**src/rtl/core/bdq_pkg.sv**
```systemverilog
// Shared types, codes and defaults for the bounded deque.
package bdq_pkg;

	localparam int DEPTH_DEFAULT = 16;
	localparam int VALUE_W       = 32;

	typedef logic [2:0] op_t;
	typedef logic [1:0] status_t;

	localparam op_t OP_PUSH_FRONT = 3'd0;
	localparam op_t OP_PUSH_BACK  = 3'd1;
	localparam op_t OP_POP_FRONT  = 3'd2;
	localparam op_t OP_POP_BACK   = 3'd3;
	localparam op_t OP_LIST_FWD   = 3'd4;
	localparam op_t OP_LIST_REV   = 3'd5;

	localparam status_t ST_OK    = 2'd0;
	localparam status_t ST_EMPTY = 2'd1;
	localparam status_t ST_FULL  = 2'd2;

	// Commands from the controller to the datapath.
	typedef struct packed {
		logic    push_front;
		logic    push_back;
		logic    pop_front;
		logic    pop_back;
		logic    list_start;
		logic    list_rev;
		logic    list_step;
		logic    out_imm;
		status_t imm_status;
		logic    out_mem;
		logic    out_last;
	} bdq_cmd_t;

	// Status from the datapath to the controller.
	typedef struct packed {
		logic full;
		logic empty;
		logic list_last;
		logic out_free;
	} bdq_sts_t;

endpackage

```
**src/rtl/core/bdq_if.sv**
```systemverilog
// Operation and result channel interfaces of the bounded deque.
interface bdq_in_if;
	logic                     valid;
	logic                     ready;
	bdq_pkg::op_t             op;
	logic signed [31:0]       value_in;

	modport source (output valid, output op, output value_in, input ready);
	modport sink   (input valid, input op, input value_in, output ready);
endinterface

interface bdq_out_if;
	logic                     valid;
	logic                     ready;
	logic signed [31:0]       value_out;
	bdq_pkg::status_t         status;
	logic                     last_of_run;

	modport source (output valid, output value_out, output status, output last_of_run,
		input ready);
	modport sink   (input valid, input value_out, input status, input last_of_run,
		output ready);
endinterface

```
**src/rtl/core/bdq_ctrl.sv**
```systemverilog
// Controller state machine of the bounded deque.
module bdq_ctrl (
	input  logic              clk,
	input  logic              arst_n,
	input  logic              in_valid,
	input  bdq_pkg::op_t      op,
	output logic              in_ready,
	input  bdq_pkg::bdq_sts_t sts,
	output bdq_pkg::bdq_cmd_t cmd
);
	import bdq_pkg::*;

	localparam logic [1:0] S_IDLE = 2'd0;
	localparam logic [1:0] S_READ = 2'd1;
	localparam logic [1:0] S_LIST = 2'd2;

	logic [1:0] state_q;
	logic [1:0] state_d;
	logic       accept;

	assign in_ready = (state_q == S_IDLE) && sts.out_free;
	assign accept   = in_valid && in_ready;

	always_comb begin
		cmd     = '0;
		state_d = state_q;
		unique case (state_q)
			S_IDLE: begin
				if (accept) begin
					unique case (op)
						OP_PUSH_FRONT, OP_PUSH_BACK: begin
							cmd.out_imm = 1'b1;
							if (sts.full) begin
								cmd.imm_status = ST_FULL;
							end else begin
								cmd.imm_status = ST_OK;
								cmd.push_front = (op == OP_PUSH_FRONT);
								cmd.push_back  = (op == OP_PUSH_BACK);
							end
						end
						OP_POP_FRONT, OP_POP_BACK: begin
							if (sts.empty) begin
								cmd.out_imm    = 1'b1;
								cmd.imm_status = ST_EMPTY;
							end else begin
								cmd.pop_front = (op == OP_POP_FRONT);
								cmd.pop_back  = (op == OP_POP_BACK);
								state_d       = S_READ;
							end
						end
						OP_LIST_FWD, OP_LIST_REV: begin
							if (sts.empty) begin
								cmd.out_imm    = 1'b1;
								cmd.imm_status = ST_EMPTY;
							end else begin
								cmd.list_start = 1'b1;
								cmd.list_rev   = (op == OP_LIST_REV);
								state_d        = S_LIST;
							end
						end
						default: begin
							// unused codes: drop the item silently
						end
					endcase
				end
			end
			S_READ: begin
				if (sts.out_free) begin
					cmd.out_mem  = 1'b1;
					cmd.out_last = 1'b1;
					state_d      = S_IDLE;
				end
			end
			S_LIST: begin
				if (sts.out_free) begin
					cmd.out_mem  = 1'b1;
					cmd.out_last = sts.list_last;
					if (sts.list_last) begin
						state_d = S_IDLE;
					end else begin
						cmd.list_step = 1'b1;
					end
				end
			end
			default: begin
				state_d = S_IDLE;
			end
		endcase
	end

	always_ff @(posedge clk or negedge arst_n) begin
		if (!arst_n) begin
			state_q <= S_IDLE;
		end else begin
			state_q <= state_d;
		end
	end

endmodule

```
**src/rtl/core/bdq_dp.sv**
```systemverilog
// Datapath of the bounded deque: ring store, pointers, walk counter, result register.
module bdq_dp #(
	parameter int DEPTH = bdq_pkg::DEPTH_DEFAULT
) (
	input  logic                     clk,
	input  logic                     arst_n,
	input  bdq_pkg::bdq_cmd_t        cmd,
	input  logic signed [31:0]       value_in,
	input  logic                     out_ready,
	output bdq_pkg::bdq_sts_t        sts,
	output logic                     out_valid,
	output logic signed [31:0]       value_out,
	output bdq_pkg::status_t         status,
	output logic                     last_of_run
);
	import bdq_pkg::*;

	localparam int PW = $clog2(DEPTH);
	localparam int CW = $clog2(DEPTH + 1);

	logic [VALUE_W-1:0] mem [DEPTH];

	logic [PW-1:0]      front_q;
	logic [CW-1:0]      count_q;
	logic [PW-1:0]      k_q;
	logic               rev_q;
	logic [VALUE_W-1:0] rd_q;

	logic               out_valid_q;
	logic [VALUE_W-1:0] value_q;
	status_t            status_q;
	logic               last_q;

	logic [PW-1:0]      front_prev;
	logic [PW-1:0]      front_next;
	logic [PW-1:0]      back_off;
	logic [CW-1:0]      k_inc;
	logic [PW-1:0]      step_off;
	logic               we;
	logic [PW-1:0]      waddr;
	logic               re;
	logic [PW-1:0]      raddr;

	// Ring position at offset off from base; off stays below DEPTH.
	function automatic logic [PW-1:0] ring_at(input logic [PW-1:0] base,
		input logic [PW-1:0] off);
		logic [PW:0] s;
		s = {1'b0, base} + {1'b0, off};
		if (s >= (PW+1)'(DEPTH)) begin
			s = s - (PW+1)'(DEPTH);
		end
		return s[PW-1:0];
	endfunction

	assign front_prev = (front_q == '0) ? PW'(DEPTH - 1) : front_q - PW'(1);
	assign front_next = (front_q == PW'(DEPTH - 1)) ? '0 : front_q + PW'(1);
	assign back_off   = PW'(count_q - CW'(1));
	assign k_inc      = CW'(k_q) + CW'(1);
	// next entry of a walk: k+1 forward, count-2-k backward
	assign step_off   = rev_q ? PW'(count_q - CW'(1) - k_inc) : PW'(k_inc);

	assign we    = cmd.push_front || cmd.push_back;
	assign waddr = cmd.push_front ? front_prev : ring_at(front_q, PW'(count_q));

	assign re = cmd.pop_front || cmd.pop_back || cmd.list_start || cmd.list_step;
	always_comb begin
		priority if (cmd.pop_front) begin
			raddr = front_q;
		end else if (cmd.pop_back) begin
			raddr = ring_at(front_q, back_off);
		end else if (cmd.list_start) begin
			raddr = cmd.list_rev ? ring_at(front_q, back_off) : front_q;
		end else begin
			raddr = ring_at(front_q, step_off);
		end
	end

	always_ff @(posedge clk) begin
		if (we) begin
			mem[waddr] <= value_in;
		end
		if (re) begin
			rd_q <= mem[raddr];
		end
	end

	always_ff @(posedge clk or negedge arst_n) begin
		if (!arst_n) begin
			front_q <= '0;
			count_q <= '0;
			k_q     <= '0;
			rev_q   <= 1'b0;
		end else begin
			if (cmd.push_front) begin
				front_q <= front_prev;
			end else if (cmd.pop_front) begin
				front_q <= front_next;
			end
			if (we) begin
				count_q <= count_q + CW'(1);
			end else if (cmd.pop_front || cmd.pop_back) begin
				count_q <= count_q - CW'(1);
			end
			if (cmd.list_start) begin
				k_q   <= '0;
				rev_q <= cmd.list_rev;
			end else if (cmd.list_step) begin
				k_q <= PW'(k_inc);
			end
		end
	end

	// Result register: hold until taken, reload from command.
	always_ff @(posedge clk or negedge arst_n) begin
		if (!arst_n) begin
			out_valid_q <= 1'b0;
		end else if (cmd.out_imm || cmd.out_mem) begin
			out_valid_q <= 1'b1;
		end else if (out_ready) begin
			out_valid_q <= 1'b0;
		end
	end

	always_ff @(posedge clk) begin
		if (cmd.out_imm) begin
			value_q  <= '0;
			status_q <= cmd.imm_status;
			last_q   <= 1'b1;
		end else if (cmd.out_mem) begin
			value_q  <= rd_q;
			status_q <= ST_OK;
			last_q   <= cmd.out_last;
		end
	end

	assign sts.full      = (count_q == CW'(DEPTH));
	assign sts.empty     = (count_q == '0);
	assign sts.list_last = (k_inc == count_q);
	assign sts.out_free  = !out_valid_q || out_ready;

	assign out_valid   = out_valid_q;
	assign value_out   = value_q;
	assign status      = status_q;
	assign last_of_run = last_q;

endmodule

```
**src/rtl/core/bounded_deque_with_traversal.sv**
```systemverilog
// Top level of the bounded double-ended queue with front-to-back and back-to-front listing.
// A push, a rejected push and any operation on an empty queue give one result without a
// store read. A pop needs a store read: the entry store has a single registered read port,
// so the removed value is read into the read register on acceptance and then moved into the
// result register. A listing of N entries makes one store read per entry, with the results
// streaming one per cycle while the result side keeps taking them. Op codes six and seven
// are consumed without a result. The store is not cleared after reset; only held entries
// are ever read. A new item is taken no earlier than the cycle in which the last result
// of the previous one is taken; a stalled result register holds the input back.
module bounded_deque_with_traversal #(
	parameter int DEPTH = bdq_pkg::DEPTH_DEFAULT
) (
	input  logic      clk,
	input  logic      arst_n,
	bdq_in_if.sink    in_ch,
	bdq_out_if.source out_ch
);
	import bdq_pkg::*;

	bdq_cmd_t cmd;
	bdq_sts_t sts;

	bdq_ctrl u_ctrl (
		.clk      (clk),
		.arst_n   (arst_n),
		.in_valid (in_ch.valid),
		.op       (in_ch.op),
		.in_ready (in_ch.ready),
		.sts      (sts),
		.cmd      (cmd)
	);

	bdq_dp #(
		.DEPTH (DEPTH)
	) u_dp (
		.clk         (clk),
		.arst_n      (arst_n),
		.cmd         (cmd),
		.value_in    (in_ch.value_in),
		.out_ready   (out_ch.ready),
		.sts         (sts),
		.out_valid   (out_ch.valid),
		.value_out   (out_ch.value_out),
		.status      (out_ch.status),
		.last_of_run (out_ch.last_of_run)
	);

	// never take an item while a result is stuck in the output register
	a_ready_needs_room: assert property (@(posedge clk) disable iff (!arst_n)
		in_ch.ready |-> (!out_ch.valid || out_ch.ready))
		else $error("item taken with result register blocked");

	a_push_result: assert property (@(posedge clk) disable iff (!arst_n)
		(in_ch.valid && in_ch.ready &&
		 (in_ch.op == OP_PUSH_FRONT || in_ch.op == OP_PUSH_BACK))
		|=> (out_ch.valid && out_ch.last_of_run && out_ch.value_out == '0))
		else $error("push did not give a single result");

	a_busy_after_read: assert property (@(posedge clk) disable iff (!arst_n)
		(in_ch.valid && in_ch.ready && !sts.empty &&
		 (in_ch.op == OP_POP_FRONT || in_ch.op == OP_POP_BACK ||
		  in_ch.op == OP_LIST_FWD || in_ch.op == OP_LIST_REV))
		|=> !in_ch.ready)
		else $error("new item taken while a store read is outstanding");

	a_fail_zero: assert property (@(posedge clk) disable iff (!arst_n)
		(out_ch.valid && out_ch.status != ST_OK)
		|-> (out_ch.value_out == '0 && out_ch.last_of_run))
		else $error("failed result carries data or is not last");

endmodule

```
**src/flat_wrapper.sv**
```systemverilog
// flat-port wrapper written by rule: the top's interface ports become plain ports
module bounded_deque_with_traversal_flat import bdq_pkg::*;
#(
	parameter int DEPTH = bdq_pkg::DEPTH_DEFAULT
)
  (clk, arst_n, in_ch_valid, in_ch_op, in_ch_value_in, in_ch_ready, out_ch_valid, out_ch_value_out, out_ch_status, out_ch_last_of_run, out_ch_ready);
  bdq_in_if in_ch_i ();
  bdq_out_if out_ch_i ();
  input  logic clk;
  input  logic arst_n;
  input wire logic [$bits(in_ch_i.valid)-1:0] in_ch_valid;
  input wire logic [$bits(in_ch_i.op)-1:0] in_ch_op;
  input wire logic [$bits(in_ch_i.value_in)-1:0] in_ch_value_in;
  output wire logic [$bits(in_ch_i.ready)-1:0] in_ch_ready;
  output wire logic [$bits(out_ch_i.valid)-1:0] out_ch_valid;
  output wire logic [$bits(out_ch_i.value_out)-1:0] out_ch_value_out;
  output wire logic [$bits(out_ch_i.status)-1:0] out_ch_status;
  output wire logic [$bits(out_ch_i.last_of_run)-1:0] out_ch_last_of_run;
  input wire logic [$bits(out_ch_i.ready)-1:0] out_ch_ready;
  assign in_ch_i.valid = in_ch_valid;
  assign in_ch_i.op = in_ch_op;
  assign in_ch_i.value_in = in_ch_value_in;
  assign in_ch_ready = in_ch_i.ready;
  assign out_ch_valid = out_ch_i.valid;
  assign out_ch_value_out = out_ch_i.value_out;
  assign out_ch_status = out_ch_i.status;
  assign out_ch_last_of_run = out_ch_i.last_of_run;
  assign out_ch_i.ready = out_ch_ready;
  bounded_deque_with_traversal #(.DEPTH(DEPTH)) u_core (.clk(clk), .arst_n(arst_n), .in_ch(in_ch_i), .out_ch(out_ch_i));
endmodule
```
**config.mk**
```make
export PLATFORM = sky130hd
export DESIGN_NAME = bounded_deque_with_traversal_flat
export DESIGN_NICKNAME = d
export VERILOG_FILES = /design/src/rtl/core/bdq_pkg.sv /design/src/rtl/core/bdq_if.sv /design/src/rtl/core/bdq_ctrl.sv /design/src/rtl/core/bdq_dp.sv /design/src/rtl/core/bounded_deque_with_traversal.sv /design/src/flat_wrapper.sv
export SDC_FILE = /design/constraint.sdc
export NUM_CORES = 1
export LEC_CHECK = 0
export ABC_AREA = 1
export BUFFER_PORTS_ARGS = -buffer_cell sky130_fd_sc_hd__buf_2
export CORE_MARGIN = 1
export CORE_UTILIZATION = 59
export CTS_CLUSTER_SIZE = 40
export DETAILED_ROUTE_END_ITERATION = 6
export PLACE_DENSITY = 0.76
export SLEW_MARGIN = 30
export SYNTH_ARGS = -nofsm -noshare
export SYNTH_HDL_FRONTEND = slang
export SYNTH_SLANG_ARGS = --single-unit
```
**constraint.sdc**
```tcl
create_clock -name clk -period 4.68 [get_ports clk]
set_input_delay 0.234 -clock clk [delete_from_list [all_inputs] [get_ports clk]]
set_output_delay 0.234 -clock clk [all_outputs]
set_load 0.02 [all_outputs]
```
==> results by group <==
Global routing
  – Met3 Use GR: 4.82%
  – Initial antenna violation count: 2
  – GRT Total Usage: 29.0%
  – Largest net degree at the start of global routing: 217
  – Number of global-route vias before repair: 17700
  – Met2 usage in global routing: 47.5%
  – Gr ovfl total: 0
  – First-pass GRT wire length: 99300 um
  – GR Layer Usage met1: 38.5%
  – Grt peak-use layer: met2

Clocking
  – Root Buffer: clkbuf_16
  – Skew-Pair Late Insertion Delay: 0.62 ns
  – # clock sinks: 596
  – TritonCTS buffer count: 58
  – Htree depth: 2
  – CTS tree: yes
  – Clock transition at path regs: 0.07 ns
  – CTS max path bufs: 3
  – CTS resizes: 0
  – Post-CTS Setup Bufs: 0

Run status
  – Status: finished clean

Flow run
  – Max-Cap Viols: 0

STA
  – TNS Setup: 0 ns
  – Min Tclk post-route: 4.24 ns
  – Unrepaired setup endpoints after global routing: no
  – Fin crit share: 90.6%
  – Rel. slew slack: 18.1%
  – Endpoints failing hold: 0
  – Worst-Margin Slew: 1.23 ns
  – Setup violators final: 0
  – FMAX: 236 MHz
  – Setup Skew: 0.0213 ns
  – Max-slew violation count: 0

Yosys
  – Synth Cell Area: 26400 um2
  – Register area share after synthesis: 66.2%
  – Syn Nets: 2531
  – Cells after synthesis: 2466
  – #FFs+latches synth: 596
  – Yosys top cell area share: 62.1%
  – Synth cell types: 38
  – Avg Synthesized Cell Area: 10.7 um2
  – Synth top area cells: edfxtp_1, nand3_1, nand2_1, inv_1, dfxtp_1
  – Yosys synthesis warning count: 0
  – Top cell type by total area after synthesis: edfxtp_1

Detailed routing
  – DRT Pass-1 Iters: 6
  – ANT nets after route: 0
  – Total Wirelength: 64600 um
  – Initial drt markers: 2288
  – Via density: 5.78
  – Via count: 18400
  – # DRC: 0
  – Post-DR wirelength/cell: 20.3 um

Cells and area
  – Multi-input gate area: 6970 um2
  – FF/Latch Area: 17500 um2
  – Final core occ: 67.7%
  – Nets: 2597
  – # fillers: 3153
  – Share of cells above drive strength 1: 9.88%
  – Area Growth Syn to Fin: 13.2%

Critical path
  – CP Launch Type: register
  – Most used cell, CP: nand2_1
  – Worst-path maximum fanout: 32
  – Worst path cell trace: inv_1 > ha_1 > xor2_1 > ha_1 > xnor2_1 > nand2_1 > o21ai_0 > ha_1 > a21oi_1 > nand2_1 > nand2_1 > inv_1 > o21ai_0 > nand2_1 > nand2_1 > nand3_1 > nand2_1 > nand2_1 > nand2_2 > buf_4 > nand3_1 > nand2_1
  – Cell family with most CP delay: simple AND/OR/NAND/NOR gates
  – Critical Path End Type: register
  – CP Class: register to register
  – Critical Path AT: 4.70 ns
  – Worst Path Required: 5.14 ns
  – Bufs and invs on worst path: 3
  – Total stage count of the critical path: 22
  – Worst reg-to-reg path cell count: 22
  – Slowest cell on the critical path: buf_4
  – CP peak stage delay: 0.54 ns

Place
  – RD Place Congestion: 0.850
  – DP Wirelength: 32000 um
  – # port buffers: 75

Floorplanning
  – Row count: 77
  – Core region area: 44100 um2
  – Die Wd: 213 um
  – Starting density of the core: 59.8%
  – Die area: 45600 um2
  – Chip height: 213 um
  – Top Ports: 76

Worst hold path
  – Worst hold path type: primary input to register
  – Worst hold stages: 1
-- layout make-up --
| class | instances | share of cell area [%] |
|---|---|---|
| flip-flops and latches | 596 | 58.5 |
| diodes | 2 | 0.0167 |
| clock inverters | 34 | 1.49 |
| multi-input cells | 1352 | 23.3 |
| clock buffers | 75 | 5.38 |
| well taps | 592 | 2.48 |
| repair buffers | 146 | 4.04 |
| inverters | 378 | 4.76 |
-- state kept, by name, summed over array words and instances (netlist names) --
name / count
u_core.u_dp.mem: 512
u_core.u_dp.rd_q: 32
u_core.u_dp.value_out: 32
u_core.u_dp.count_q: 5
u_core.u_dp.front_q: 4
u_core.u_dp.k_q: 4
u_core.u_ctrl.state_q: 2
u_core.u_dp.status: 2
u_core.u_dp.last_of_run: 1
u_core.u_dp.out_valid: 1
u_core.u_dp.rev_q: 1
-- repair_timing --
item / in CTS / in global routing
hold buffers: 33 / 0
endpoints found under the hold margin: 494 / 0
setup endpoints to repair: 0 / 0
-- per-layer routing --
layer | routed length, um | part of all wire, %
met1 | 25000 | 39
met2 | 30800 | 48
met3 | 6430 | 10
met4 | 2310 | 3.6
met5 | 0 | 0
-- cells in the mapped netlist (all sizes together) --
| master | count |
|---|---|
| inv | 378 |
| o22ai | 1 |
| dfxtp | 33 |
| nand4 | 2 |
| o21ai | 35 |
| xor2 | 9 |
| a21oi | 12 |
| clkbuf | 26 |
| fa | 4 |
| o211ai | 3 |
| a211oi | 2 |
| nor2 | 52 |
| a31oi | 2 |
| nand2 | 493 |
| a32oi | 1 |
| ha | 22 |
| nand3 | 608 |
| nand3b | 62 |
| dfrtp | 17 |
| o221ai | 1 |
| buf | 114 |
| edfxtp | 546 |
| xnor2 | 5 |
| nor3 | 6 |
| a22o | 32 |
-- cell families (layout without fill, tap and decap cells) --
group	Yosys count	count (layout)	synth area share [%]
AND/OR/NAND/NOR	1223	1223	21.6
flip-flops	596	596	66.2
buffers and inverters	518	633	8.07
AO/OA/AOI/OAI	89	89	2.29
adder cells (fa/ha/maj)	26	26	1.35
XOR/XNOR	14	14	0.465
other	0	2	0
-- through the flow --
| step | cells | area, um2 | hold slack (ns) | worst slack (ns) |
|---|---|---|---|---|
| global placement | 3027 | 27400 | 0.197 | 0.696 |
| global route | 3174 | 29900 | 0.0362 | 0.0570 |
| CTS | 3169 | 29800 | 0.00342 | 0.521 |
| detailed placement | 3027 | 27400 | 0.200 | 0.551 |
| finish | 3175 | 29900 | 0.0303 | 0.442 |
| floorplan | 2466 | 26400 | -0.0616 | 0.872 |
-- placed cells by master, fill, tap and decap left out, types with 4 or more instances in the layout --
| cell type | n |
|---|---|
| dfxtp_1 | 33 |
| buf_16 | 4 |
| nor3_1 | 6 |
| a22o_1 | 32 |
| nand2_2 | 5 |
| buf_12 | 11 |
| clkbuf_1 | 9 |
| nand2_1 | 483 |
| buf_4 | 23 |
| a21oi_1 | 11 |
| inv_1 | 371 |
| inv_2 | 6 |
| clkinv_1 | 4 |
| o21ai_0 | 30 |
| nand3b_1 | 62 |
| nand3_1 | 606 |
| dlygate4sd3_1 | 33 |
| clkinv_2 | 10 |
| nor2_1 | 28 |
| bufinv_16 | 10 |
| clkinvlp_4 | 6 |
| clkbuf_8 | 7 |
| xnor2_1 | 5 |
| ha_1 | 22 |
| fa_1 | 4 |
| edfxtp_1 | 546 |
| dfrtp_1 | 17 |
| buf_2 | 75 |
| clkbuf_16 | 59 |
| nor2_4 | 23 |
| xor2_1 | 9 |
-- worst paths after layout --
check,slack [ns],endpoint,startpoint
setup / recovery,0.44,u_core.u_dp.rd_q[19],u_core.u_dp.count_q[1]
hold / removal,0.03,u_core.u_dp.mem[1][7],in_ch_value_in[7]
setup reg to reg,0.44,u_core.u_dp.rd_q[19],u_core.u_dp.count_q[1]
hold reg to reg,0.46,u_core.u_dp.value_out[13],u_core.u_dp.rd_q[13]
max in group asynchronous,4.25,u_core.u_dp.k_q[3],arst_n
min in group asynchronous,0.10,u_core.u_dp.count_q[2],arst_n
Power is not shown: default switching activity piles up to over one toggle a cycle in this logic, so the estimate is an artifact.
